### src/mime_encoded_word_decoder_unit_macros.svh
// Assertion macros shared by the decoder RTL.
// Each macro takes a label, the clock, the active-low reset, a condition
// and a consequence.
`ifndef MIME_ENCODED_WORD_DECODER_UNIT_MACROS_SVH
`define MIME_ENCODED_WORD_DECODER_UNIT_MACROS_SVH

`ifndef SYNTHESIS

// The consequence must hold in the same cycle as the condition.
`define MEWD_ASSERT_NOW(label, clk, rst_n, cond, conseq) \
    label: assert property (@(posedge clk) disable iff (!rst_n) (cond) |-> (conseq)) \
        else $error("decoder assertion failed");

// The consequence must hold in the cycle after the condition.
`define MEWD_ASSERT_NEXT(label, clk, rst_n, cond, conseq) \
    label: assert property (@(posedge clk) disable iff (!rst_n) (cond) |=> (conseq)) \
        else $error("decoder assertion failed");

`else

`define MEWD_ASSERT_NOW(label, clk, rst_n, cond, conseq)
`define MEWD_ASSERT_NEXT(label, clk, rst_n, cond, conseq)

`endif

`endif

### src/mewd_pkg.sv
`timescale 1ns / 1ps

package mewd_pkg;

    // Word modes.
    localparam logic [1:0] MODE_PLAIN = 2'd0;
    localparam logic [1:0] MODE_Q     = 2'd1;
    localparam logic [1:0] MODE_B     = 2'd2;

    // Characters of interest.
    localparam logic [7:0] CH_LF     = 8'h0A;
    localparam logic [7:0] CH_SPACE  = 8'h20;
    localparam logic [7:0] CH_PLUS   = 8'h2B;
    localparam logic [7:0] CH_SLASH  = 8'h2F;
    localparam logic [7:0] CH_EQUALS = 8'h3D;
    localparam logic [7:0] CH_QMARK  = 8'h3F;
    localparam logic [7:0] CH_UPPER_B = 8'h42;
    localparam logic [7:0] CH_UPPER_Q = 8'h51;
    localparam logic [7:0] CH_UNDER  = 8'h5F;
    localparam logic [7:0] BAD_DIGIT = 8'hFF;

    // Masks for reassembling base64 sextets.
    localparam logic [7:0] MASK_HI2  = 8'h30;
    localparam logic [7:0] MASK_LO4  = 8'h0F;
    localparam logic [7:0] MASK_MID4 = 8'h3C;
    localparam logic [7:0] MASK_LO2  = 8'h03;
    localparam logic [7:0] B64_PLUS  = 8'd62;
    localparam logic [7:0] B64_SLASH = 8'd63;

    // One item can give at most this many results.
    localparam int MAX_RESULTS = 4;
    localparam int SLOT_W      = $clog2(MAX_RESULTS);
    localparam int SCNT_W      = $clog2(MAX_RESULTS + 1);

    // One result beat.
    typedef struct packed {
        logic [7:0] data;
        logic       last;
        logic       repl;
    } slot_t;

    // All results of one input item, queued between front and back.
    typedef struct packed {
        logic [SCNT_W-1:0]            count;
        slot_t [MAX_RESULTS-1:0]      slot;
    } bundle_t;

    // Decoder state carried from one input byte to the next.
    typedef struct packed {
        logic [1:0]       mode;
        logic             translated;
        logic [1:0]       opener_qcount;
        logic [2:0][7:0]  held;
        logic [1:0]       held_count;
        logic             pend_question;
        logic             pend_equals;
        logic             skip_space;
        logic             stopped;
    } dec_state_t;

    // Queue status seen by the front and back parts.
    typedef struct packed {
        logic full;
        logic head_valid;
    } q_status_t;

    // Hex digit value, all ones when the character is not a digit.
    function automatic logic [7:0] hex_val(input logic [7:0] c);
        logic [7:0] v;
        if (c >= 8'h30 && c <= 8'h39) begin
            v = c - 8'h30;
        end else if (c >= 8'h61 && c <= 8'h66) begin
            v = c - 8'h61 + 8'd10;
        end else if (c >= 8'h41 && c <= 8'h46) begin
            v = c - 8'h41 + 8'd10;
        end else begin
            v = BAD_DIGIT;
        end
        return v;
    endfunction

    // Base64 digit value, all ones when the character is not a digit.
    function automatic logic [7:0] b64_val(input logic [7:0] c);
        logic [7:0] v;
        if (c >= 8'h41 && c <= 8'h5A) begin
            v = c - 8'h41;
        end else if (c >= 8'h61 && c <= 8'h7A) begin
            v = c - 8'h61 + 8'd26;
        end else if (c >= 8'h30 && c <= 8'h39) begin
            v = c - 8'h30 + 8'd52;
        end else if (c == CH_PLUS) begin
            v = B64_PLUS;
        end else if (c == CH_SLASH) begin
            v = B64_SLASH;
        end else begin
            v = BAD_DIGIT;
        end
        return v;
    endfunction

endpackage

### src/mewd_front.sv
`timescale 1ns / 1ps

module mewd_front (
    input  logic                 clk,
    input  logic                 rst_n,
    input  logic                 item_valid,
    output logic                 item_stall,
    input  logic [7:0]           in_byte,
    input  logic                 end_of_line,
    input  mewd_pkg::q_status_t  q_status,
    output logic                 push,
    output mewd_pkg::bundle_t    push_data
);
    import mewd_pkg::*;

    typedef struct packed {
        dec_state_t st;
        bundle_t    bd;
    } work_t;

    dec_state_t state_reg;
    dec_state_t state_next;
    work_t      work;
    logic       accept;

    // Append one result to the bundle.
    function automatic work_t emit(input work_t w, input logic [7:0] b,
                                   input logic last, input logic repl);
        work_t r;
        r = w;
        if (r.bd.count < SCNT_W'(MAX_RESULTS)) begin
            r.bd.slot[r.bd.count[SLOT_W-1:0]] = '{data: b, last: last, repl: repl};
            r.bd.count = r.bd.count + SCNT_W'(1);
        end
        return r;
    endfunction

    // A byte at a character position, after any closing '?' has been handled.
    function automatic work_t char_body(input work_t w, input logic [7:0] b);
        work_t r;
        r = w;
        if (b == CH_LF) begin
            r = emit(r, 8'h00, 1'b1, 1'b1);
            r.st.stopped = 1'b1;
        end else if ((r.st.mode == MODE_Q || r.st.mode == MODE_B) && b == CH_UNDER) begin
            r = emit(r, CH_SPACE, 1'b0, 1'b0);
        end else if (r.st.mode == MODE_Q && b == CH_EQUALS) begin
            r.st.held_count = 2'd1;
        end else if (r.st.mode == MODE_B) begin
            r.st.held[0]    = b;
            r.st.held_count = 2'd1;
        end else if (b == CH_EQUALS && r.st.mode == MODE_PLAIN) begin
            r.st.pend_equals = 1'b1;
        end else begin
            r = emit(r, b, 1'b0, 1'b0);
        end
        return r;
    endfunction

    // A byte at a character position, where a '?' may open a close.
    function automatic work_t char_pos(input work_t w, input logic [7:0] b);
        work_t r;
        r = w;
        if (b == CH_QMARK) begin
            r.st.pend_question = 1'b1;
        end else begin
            r = char_body(r, b);
        end
        return r;
    endfunction

    // Second or later character of an escape or a base64 quad.
    function automatic work_t raw_digit(input work_t w, input logic [7:0] b);
        work_t      r;
        logic [7:0] v1;
        logic [7:0] v2;
        logic [7:0] v3;
        r  = w;
        v1 = b64_val(r.st.held[0]);
        v2 = b64_val(r.st.held[1]);
        v3 = b64_val(r.st.held[2]);
        if (r.st.mode == MODE_Q) begin
            if (r.st.held_count == 2'd1) begin
                r.st.held[1]    = b;
                r.st.held_count = 2'd2;
            end else begin
                r = emit(r, 8'(hex_val(r.st.held[1]) << 4) | hex_val(b), 1'b0, 1'b0);
                r.st.translated = 1'b1;
                r.st.held_count = 2'd0;
            end
        end else if (r.st.held_count == 2'd1) begin
            r.st.held[1] = b;
            if (r.st.held[0] == CH_EQUALS || b == CH_EQUALS) begin
                r.st.mode       = MODE_PLAIN;
                r.st.held_count = 2'd0;
            end else begin
                r.st.held_count = 2'd2;
            end
        end else if (r.st.held_count == 2'd2) begin
            r.st.held[2]    = b;
            r.st.held_count = 2'd3;
        end else begin
            r = emit(r, 8'(v1 << 2) | 8'((v2 & MASK_HI2) >> 4), 1'b0, 1'b0);
            if (r.st.held[2] == CH_EQUALS) begin
                r.st.mode = MODE_PLAIN;
            end else begin
                r = emit(r, 8'((v2 & MASK_LO4) << 4) | 8'((v3 & MASK_MID4) >> 2),
                         1'b0, 1'b0);
                if (b == CH_EQUALS) begin
                    r.st.mode = MODE_PLAIN;
                end else begin
                    r = emit(r, 8'((v3 & MASK_LO2) << 6) | b64_val(b), 1'b0, 1'b0);
                end
            end
            r.st.translated = 1'b1;
            r.st.held_count = 2'd0;
        end
        return r;
    endfunction

    // One character byte of the line.
    function automatic work_t feed(input work_t w, input logic [7:0] b);
        work_t r;
        r = w;
        if (r.st.stopped) begin
            r = w;
        end else if (r.st.opener_qcount != 2'd0) begin
            if (b == CH_QMARK) begin
                r.st.opener_qcount = (r.st.opener_qcount >= 2'd2) ? 2'd0
                                                                  : r.st.opener_qcount + 2'd1;
            end else if (r.st.opener_qcount == 2'd2) begin
                if (b == CH_UPPER_Q) begin
                    r.st.mode       = MODE_Q;
                    r.st.translated = 1'b0;
                end else if (b == CH_UPPER_B) begin
                    r.st.mode       = MODE_B;
                    r.st.translated = 1'b0;
                end
            end
        end else if (r.st.held_count != 2'd0) begin
            r = raw_digit(r, b);
        end else if (r.st.pend_question) begin
            r.st.pend_question = 1'b0;
            if (b == CH_EQUALS) begin
                if (r.st.mode != MODE_PLAIN || r.st.translated) begin
                    r.st.mode       = MODE_PLAIN;
                    r.st.skip_space = 1'b1;
                end else begin
                    r = char_body(r, CH_EQUALS);
                end
            end else begin
                // The held '?' was ordinary; in base64 mode it opens a quad.
                r = char_body(r, CH_QMARK);
                if (r.st.held_count != 2'd0) begin
                    r = raw_digit(r, b);
                end else begin
                    r = char_pos(r, b);
                end
            end
        end else if (r.st.pend_equals) begin
            r.st.pend_equals = 1'b0;
            if (b == CH_QMARK) begin
                r.st.opener_qcount = 2'd1;
            end else begin
                r = emit(r, CH_EQUALS, 1'b0, 1'b0);
                r = char_pos(r, b);
            end
        end else if (r.st.skip_space && b == CH_SPACE) begin
            r.st.skip_space = 1'b0;
        end else begin
            r.st.skip_space = 1'b0;
            r = char_pos(r, b);
        end
        return r;
    endfunction

    // Classify the offered beat and work out its results and next state.
    always_comb
    begin
        work.st = state_reg;
        work.bd = '0;
        if (end_of_line) begin
            if (!state_reg.stopped) begin
                if (state_reg.pend_question && state_reg.held_count == 2'd0 &&
                    state_reg.mode != MODE_B) begin
                    work = emit(work, CH_QMARK, 1'b0, 1'b0);
                end
                if (state_reg.pend_equals) begin
                    work = emit(work, CH_EQUALS, 1'b0, 1'b0);
                end
                work = emit(work, 8'h00, 1'b1, state_reg.translated);
            end
            work.st = '0;
        end else begin
            work = feed(work, in_byte);
        end
    end

    assign item_stall = q_status.full;
    assign accept     = item_valid && !q_status.full;
    assign push       = accept && (work.bd.count != '0);
    assign push_data  = work.bd;
    assign state_next = accept ? work.st : state_reg;

    // Decoder state register.
    always_ff @(posedge clk or negedge rst_n)
    begin
        if (!rst_n) begin
            state_reg <= '0;
        end else begin
            state_reg <= state_next;
        end
    end

endmodule

### src/mewd_queue.sv
`timescale 1ns / 1ps

module mewd_queue #(
    parameter int DEPTH = 4
) (
    input  logic                 clk,
    input  logic                 rst_n,
    input  logic                 push,
    input  mewd_pkg::bundle_t    push_data,
    input  logic                 pop,
    output mewd_pkg::q_status_t  q_status,
    output mewd_pkg::bundle_t    head_data
);
    import mewd_pkg::*;

    localparam int PTR_W = (DEPTH > 1) ? $clog2(DEPTH) : 1;
    localparam int CNT_W = $clog2(DEPTH + 1);

    bundle_t            mem_reg [DEPTH];
    logic [PTR_W-1:0]   wr_ptr_reg;
    logic [PTR_W-1:0]   wr_ptr_next;
    logic [PTR_W-1:0]   rd_ptr_reg;
    logic [PTR_W-1:0]   rd_ptr_next;
    logic [CNT_W-1:0]   fill_reg;
    logic [CNT_W-1:0]   fill_next;

    assign q_status.full       = (fill_reg == CNT_W'(DEPTH));
    assign q_status.head_valid = (fill_reg != '0);
    assign head_data           = mem_reg[rd_ptr_reg];

    // Pointer and fill count update.
    always_comb
    begin
        wr_ptr_next = wr_ptr_reg;
        rd_ptr_next = rd_ptr_reg;
        fill_next   = fill_reg;
        if (push) begin
            wr_ptr_next = (wr_ptr_reg == PTR_W'(DEPTH - 1)) ? '0 : wr_ptr_reg + PTR_W'(1);
        end
        if (pop) begin
            rd_ptr_next = (rd_ptr_reg == PTR_W'(DEPTH - 1)) ? '0 : rd_ptr_reg + PTR_W'(1);
        end
        if (push && !pop) begin
            fill_next = fill_reg + CNT_W'(1);
        end else if (pop && !push) begin
            fill_next = fill_reg - CNT_W'(1);
        end
    end

    always_ff @(posedge clk or negedge rst_n)
    begin
        if (!rst_n) begin
            wr_ptr_reg <= '0;
            rd_ptr_reg <= '0;
            fill_reg   <= '0;
        end else begin
            wr_ptr_reg <= wr_ptr_next;
            rd_ptr_reg <= rd_ptr_next;
            fill_reg   <= fill_next;
        end
    end

    // Bundle storage.
    always_ff @(posedge clk)
    begin
        if (push) begin
            mem_reg[wr_ptr_reg] <= push_data;
        end
    end

endmodule

### src/mewd_back.sv
`timescale 1ns / 1ps

module mewd_back (
    input  logic                 clk,
    input  logic                 rst_n,
    input  mewd_pkg::q_status_t  q_status,
    input  mewd_pkg::bundle_t    head_data,
    output logic                 pop,
    output logic                 result_valid,
    input  logic                 result_stall,
    output logic [7:0]           out_byte,
    output logic                 is_last,
    output logic                 replace_original
);
    import mewd_pkg::*;

    logic [SLOT_W-1:0] idx_reg;
    logic [SLOT_W-1:0] idx_next;
    logic              out_valid_reg;
    logic              out_valid_next;
    slot_t             out_reg;
    slot_t             cur_slot;
    logic              load;
    logic              last_slot;

    // The output register loads when empty or when its beat is taken.
    assign load      = !out_valid_reg || !result_stall;
    assign cur_slot  = head_data.slot[idx_reg];
    assign last_slot = (SCNT_W'(idx_reg) + SCNT_W'(1)) == head_data.count;
    assign pop       = load && q_status.head_valid && last_slot;

    always_comb
    begin
        idx_next       = idx_reg;
        out_valid_next = out_valid_reg;
        if (load) begin
            out_valid_next = q_status.head_valid;
            if (q_status.head_valid) begin
                idx_next = last_slot ? '0 : idx_reg + SLOT_W'(1);
            end
        end
    end

    always_ff @(posedge clk or negedge rst_n)
    begin
        if (!rst_n) begin
            idx_reg       <= '0;
            out_valid_reg <= 1'b0;
        end else begin
            idx_reg       <= idx_next;
            out_valid_reg <= out_valid_next;
        end
    end

    // Result payload register.
    always_ff @(posedge clk)
    begin
        if (load && q_status.head_valid) begin
            out_reg <= cur_slot;
        end
    end

    assign result_valid     = out_valid_reg;
    assign out_byte         = out_reg.data;
    assign is_last          = out_reg.last;
    assign replace_original = out_reg.repl;

endmodule

### src/mime_encoded_word_decoder_unit.sv
`timescale 1ns / 1ps

// Decodes MIME encoded words in a header line, one byte beat in and one
// result beat out per cycle while neither side is stalled. The front part
// takes a byte in every cycle in which the bundle queue (QUEUE_DEPTH
// entries) has room, works out all of that byte's results in the same
// cycle and queues them as one bundle; a byte with no results leaves
// nothing in the queue. The back part sends one result per cycle, while
// result_stall is low, from the queue head through a registered output. A
// closing base64 digit can give three results, and a terminator or a byte
// that releases a held character can give two, so a run of such items is
// paced by the single result port: the input stalls once the queue fills.
module mime_encoded_word_decoder_unit #(
    parameter int QUEUE_DEPTH = 4
) (
    input  logic       clk,
    input  logic       rst_n,
    input  logic       item_valid,
    output logic       item_stall,
    input  logic [7:0] in_byte,
    input  logic       end_of_line,
    output logic       result_valid,
    input  logic       result_stall,
    output logic [7:0] out_byte,
    output logic       is_last,
    output logic       replace_original
);
    import mewd_pkg::*;

`include "mime_encoded_word_decoder_unit_macros.svh"

    q_status_t q_status;
    bundle_t   push_data;
    bundle_t   head_data;
    logic      push;
    logic      pop;

    // Front part: accepts and decodes bytes.
    mewd_front u_front (
        .clk        (clk),
        .rst_n      (rst_n),
        .item_valid (item_valid),
        .item_stall (item_stall),
        .in_byte    (in_byte),
        .end_of_line(end_of_line),
        .q_status   (q_status),
        .push       (push),
        .push_data  (push_data)
    );

    // Bundle queue between the two parts.
    mewd_queue #(
        .DEPTH(QUEUE_DEPTH)
    ) u_queue (
        .clk      (clk),
        .rst_n    (rst_n),
        .push     (push),
        .push_data(push_data),
        .pop      (pop),
        .q_status (q_status),
        .head_data(head_data)
    );

    // Back part: sends the queued results one beat at a time.
    mewd_back u_back (
        .clk             (clk),
        .rst_n           (rst_n),
        .q_status        (q_status),
        .head_data       (head_data),
        .pop             (pop),
        .result_valid    (result_valid),
        .result_stall    (result_stall),
        .out_byte        (out_byte),
        .is_last         (is_last),
        .replace_original(replace_original)
    );

    // A bundle is never written into a full queue.
    `MEWD_ASSERT_NOW(a_no_push_when_full, clk, rst_n, push, !q_status.full)
    // The back part only retires a bundle that is present.
    `MEWD_ASSERT_NOW(a_pop_needs_head, clk, rst_n, pop, q_status.head_valid)
    // The closing beat of a line carries no character.
    `MEWD_ASSERT_NOW(a_last_is_zero, clk, rst_n, result_valid && is_last, out_byte == 8'h00)
    // The replace flag is only raised on the closing beat.
    `MEWD_ASSERT_NOW(a_repl_on_last, clk, rst_n, result_valid && replace_original, is_last)

endmodule
### config.mk
export PLATFORM = sky130hd
export DESIGN_NAME = mime_encoded_word_decoder_unit
export DESIGN_NICKNAME = d
export VERILOG_FILES = /design/src/mewd_pkg.sv /design/src/mewd_front.sv /design/src/mewd_queue.sv /design/src/mewd_back.sv /design/src/mime_encoded_word_decoder_unit.sv
export VERILOG_INCLUDE_DIRS = /design/src /design/src/src
export SDC_FILE = /design/constraint.sdc
export NUM_CORES = 1
export LEC_CHECK = 0
export ABC_CLOCK_PERIOD_IN_PS = 3800
export BUFFER_PORTS_ARGS = -buffer_cell sky130_fd_sc_hd__buf_2
export CORE_AREA = 2 2 163 181
export CTS_CLUSTER_SIZE = 24
export DETAILED_ROUTE_END_ITERATION = 12
export DIE_AREA = 0 0 165 183
export PLACE_DENSITY = 0.75
export SETUP_SLACK_MARGIN = 0.3
export SLEW_MARGIN = 30
export SYNTH_ARGS = -nofsm -noshare
export SYNTH_HDL_FRONTEND = slang
export SYNTH_HIERARCHICAL = 1
export SYNTH_SLANG_ARGS = --single-unit
### constraint.sdc
create_clock -name clk -period 3.8 [get_ports clk]
set_input_delay 0.76 -clock clk [delete_from_list [all_inputs] [get_ports clk]]
set_output_delay 0.76 -clock clk [all_outputs]
set_load 0.02 [all_outputs]
; Yosys cells after proc, flatten, opt, wreduce, memory -nomap -nowiden
; Memories as Yosys holds them, arrays and structs flattened.
; Index checks and enable logic that the tools add are counted.
[op_classes]
n_addsub = 56
multipliers = 0
n_div = 0
n_lt_le_gt_ge = 74
n_eq_ne = 91
n_shift = 0
n_mux = 398
bitwise_logic = 23
reduce_logical = 82
[op_table]
columns = op, count
row1 = 43-bit two-way mux, 57
row2 = 78-bit two-way mux, 21
row3 = 32-bit two-way mux, 38
row4 = 47-bit two-way mux, 10
row5 = 8-bit two-way mux, 50
row6 = 10-bit two-way mux, 39
row7 = 40-bit bitwise mux, 9
row8 = 6-bit two-way mux, 57
row9 = 41-bit two-way mux, 5
row10 = 10-bit demux with 2-bit select, 8
row11 = 8-bit by 7-bit <= comparator with 1-bit output (second input constant), 20
row12 = 73-bit two-way mux, 2
row13 = 8-bit by 6-bit == test with 1-bit output (second input constant), 15
row14 = 29-bit two-way mux, 4
row15 = 8-bit by 7-bit greater-or-equal comparator with 1-bit output (second input constant), 14
row16 = 31-bit two-way mux, 3
row17 = 46-bit two-way mux, 2
row18 = 44-bit two-way mux, 2
row19 = 21-bit two-way mux, 4
row20 = 4-bit two-way mux, 21
row21 = 36-bit inverter, 2
row22 = 6-bit subtractor (second input constant), 12
row23 = 32-bit inverter, 2
row24 = 3-bit two-way mux, 21
row25 = 75 further kinds, 306
[word_totals]
regBits = 55
latchBits = 0
mem_bits_rw = 172
romBits = 0
input_bits = 13
word_cells = 744
n_memories = 1
[mem_list]
columns = name, depth, word_bits, rd, rd_clocked_by_memory_dff, write_ports, line_no
row1 = u_queue.mem_reg, 4, 43, 1, 0, 1, mewd_queue.sv:19  ; bundle_t mem_reg [DEPTH];

; Logic depth before layout (Yosys ltp)
[logic_depth]
ltp_word = 73
ltp_mapped = 18

; By module
; Netlist, hierarchy kept.
[modules_own_cells]
columns = mod, n_inst, cells_each, area_per_inst_um2, seq_area_each_um2
row1 = mewd_queue, 1, 262, 6681.4, 5340.1
row2 = mewd_front, 1, 933, 6517.5, 875.8
row3 = mewd_back, 1, 40, 770.7, 375.4

; Worst setup path after synthesis
; No wires, ideal clock.
[synth_timing]
kind = input -> register
start = input in_byte[1]
end = memory u_queue/mem_reg[0][0] (netlist bit), enable pin
t_arrival_ns = 4.026
required_ns = 3.395
setup_slack_ns = -0.631
cell_stages = 12
n_path_buf = 2
cell_sequence = clkbuf_1 inv_1 ha_1 and3_1 clkbuf_1 nand2_1 nand2_1 a2111oi_0 a31oi_1 o211ai_1 o41a_1 and2_1
[synth_lines]
columns = element, line_no
row1 = start: declaration, mime_encoded_word_decoder_unit.sv:20  ; input logic [7:0] in_byte,
row2 = end: declaration, mewd_queue.sv:19

==> flow_metrics.env <==
export IMPL_status="complete, no violations"
export IMPL_clk_path_buf_depth=3
export IMPL_portBuffers=24
export IMPL_clk_latency_ps=520
export IMPL_setup_viol=0
export IMPL_start_util_pct=49.2
export IMPL_grt_usage_pct=26.8
export IMPL_r2r_end="u_queue/fill_reg[1]"
export IMPL_synth_avg_cell_area_um2=11.3
export IMPL_power_density_mw_per_mm2=499
export IMPL_clock_sinks=227
export IMPL_ios=25
export IMPL_worstPathRequired_ps=4200
export IMPL_cp_end_kind="flop"
export IMPL_final_util_pct=54.8
export IMPL_grtUsageMet2_pct=45.3
export IMPL_r2r_cells=11
export IMPL_numCtsBuffers=23
export IMPL_reg2reg_slack_ps=460
export IMPL_tightestPinTransition_ps=680
export IMPL_yosys_warnings=6
export IMPL_largest_reg_flops=172
export IMPL_cts_setup_buffers=0
export IMPL_fin_total_pwr_mw=7.76
export IMPL_p_int_mw=5.53
export IMPL_async_flop_share_pct=19.8
export IMPL_grt_max_degree=46
export IMPL_ir_worst_vdd_mv=0.411
export IMPL_hpwl_um=29100
export IMPL_fill_cells=2391
export IMPL_synth_seq_area_share_pct=47.2
export IMPL_period_minus_slack_ps=3340
export IMPL_dieArea_mm2=0.0302
export IMPL_fin_crit_sh_pct=87.9
export IMPL_worst_setup_path_type="reg -> reg"
export IMPL_finalWirelength_um=39600
export IMPL_ys_ff_latch=227
export IMPL_nets=1349
export IMPL_layout_cells_most_common_list="182 x edfxtp_1, 98 x buf_4, 93 x nand2_1"
export IMPL_via_per_inst=6.38
export IMPL_coreArea_mm2=0.0284
export IMPL_p_comb_share_pct=26.4
export IMPL_fin_ws_ps=461
export IMPL_holdWs_ps=268
export IMPL_drcViolationCount=0
export IMPL_layout_commonest_cell="edfxtp_1"
export IMPL_die_h_um=183
export IMPL_drive_gt1_share_pct=19.8
export IMPL_drt_first_pass_iters=6
export IMPL_vias=10551
export IMPL_worstHoldPathType="in -> async"
export IMPL_gr_total_overflow=0
export IMPL_start_kind="flop"
export IMPL_stdcell_count=1654
export IMPL_finalMaxSlewViolations=0
export IMPL_antenna_found_initial=0
export IMPL_cts_tree="yes"
export IMPL_drt_first_iter_violations=1102
export IMPL_ys_flop_type="edfxtp_1"
export IMPL_rsz0062_at_grt="no"
export IMPL_num_antenna_cells=0
export IMPL_crit_arrival_ps=3740
export IMPL_routabilityCongestion=0.993
export IMPL_gr_usage_met3_pct=3.19
export IMPL_fin_skew_ps=18.1
export IMPL_synth_cell_types=87
export IMPL_post_cts_resized=0
export IMPL_fmax_mhz=299
export IMPL_first_global_vias=10526
export IMPL_p_leak_nw=5.74
export IMPL_area_delta_synth_final_pct=11.3
export IMPL_synth_cells=1235
export IMPL_dp_slack_ps=112
export IMPL_path_clk_slew_ps=60
export IMPL_max_slew_margin_rel_pct=54.3
export IMPL_die_w_um=165
export IMPL_wl_per_cell_um=24.0
export IMPL_finalInstanceArea_mm2=0.0156
export IMPL_finalHoldViolCount=0
export IMPL_htreeDepth=1
export IMPL_seqPwrFrac_pct=43.5
export IMPL_synth_edf_count=182
export IMPL_post_dp_cell_area_mm2=0.0147
export IMPL_dp_cells=1612
export IMPL_power_switching_share_pct=28.7
export IMPL_power_frac_clock_pct=30.2
export IMPL_synth_area_mm2=0.0140
export IMPL_cts_root_buf="clkbuf_16"
export IMPL_max_cap_violations=0
export IMPL_timing_rr_start="u_front/state_reg[33]"
export IMPL_holdBufCountCts=0
export IMPL_totalNegativeSetupSlack_ps=0
export IMPL_grt_pass1_wl_um=62200
export IMPL_power_switching_mw=2.23
export IMPL_antenna_left=0
export IMPL_worstPathMaxFanout=6
export IMPL_rows=65
export IMPL_use_met1_pct=35.5
export IMPL_top_usage_layer="met2"
==> metal layers <==
layer | routed length, um | up-vias | part of all wire, %
met5 | 0 | - | 0
li1 | - | 4739 | -
met3 | 2240 | 96 | 5.6
met4 | 1640 | 0 | 4.1
met1 | 16300 | 5308 | 41
met2 | 19400 | 408 | 49
==> synth_stat cells, types with 38 or more instances <==
library cell  number  area [um^2]
a21oi_1           68          340
ha_1              66          826
inv_1             54          203
buf_4             44          330
nand3_1           39          195
nor2_1            69          259
nand2_1           95          357
edfxtp_1         182         5470
o21ai_0           78          390
mux4_2            38          856
clkbuf_1          55          206
dfrtp_1           45         1130
==> worst max path at each step <==
stage | slack, ps | startpoint | to | depth (start not counted)
floorplan | 210 | in_byte[2] | u_queue/fill_reg[1] | 16
global placement | 150 | in_byte[2] | u_queue/fill_reg[1] | 12
detailed placement | 110 | in_byte[4] | u_queue/fill_reg[1] | 12
CTS | 370 | u_front/state_reg[33] | u_queue/fill_reg[2] | 15
global route | 300 | u_front/state_reg[33] | u_queue/fill_reg[2] | 15
finish | 460 | u_front/state_reg[33] | u_queue/fill_reg[1] | 11
==> final cells by class <==
cell class                 instances  area [um^2]  area share, %
timing repair buffer             122          871           5.60
tap                              368          460           2.96
sequential                       227         6600           42.4
inverter                          54          213           1.37
clock inverter                    16          193           1.24
clock buffer                      26          587           3.77
multi-input combinational        841         6630           42.7
==> power by group through the flow <==
stage          registers [mW]  clock network [mW]  logic [mW]
6_report                 3.37                2.34        2.04
5_1_grt                  3.43                2.49        2.21
4_1_cts                  3.38                2.40        2.07
3_5_place_dp             3.43                   0        2.05
3_3_place_gp             3.40                   0        2.00
2_1_floorplan            3.38                   0        1.60
==> cells by family (layout without fill, tap and decap cells) <==
kind of cell	after synthesis	count (layout)	synth area share, %
AO/OA/AOI/OAI	316	316	15.2
XOR/XNOR	39	39	2.50
adder cells (fa/ha/maj)	67	67	6.05
buffers and inverters	174	218	6.61
flip-flops	227	227	47.2
multiplexers	65	65	9.91
other	1	8	0.0268
AND/OR/NAND/NOR	346	346	12.5
==> worst max-delay path, cell delays in order (launching register included) <==
cell and delay (ps):
dfrtp_2 430, inv_1 90, ha_1 250, inv_1 160
nand3_1 260, ha_1 390, and3_1 220, o41a_1 470
ha_2 210, inv_2 60, fa_2 420, mux2_4 270
Power figures use the tool's default switching activity.
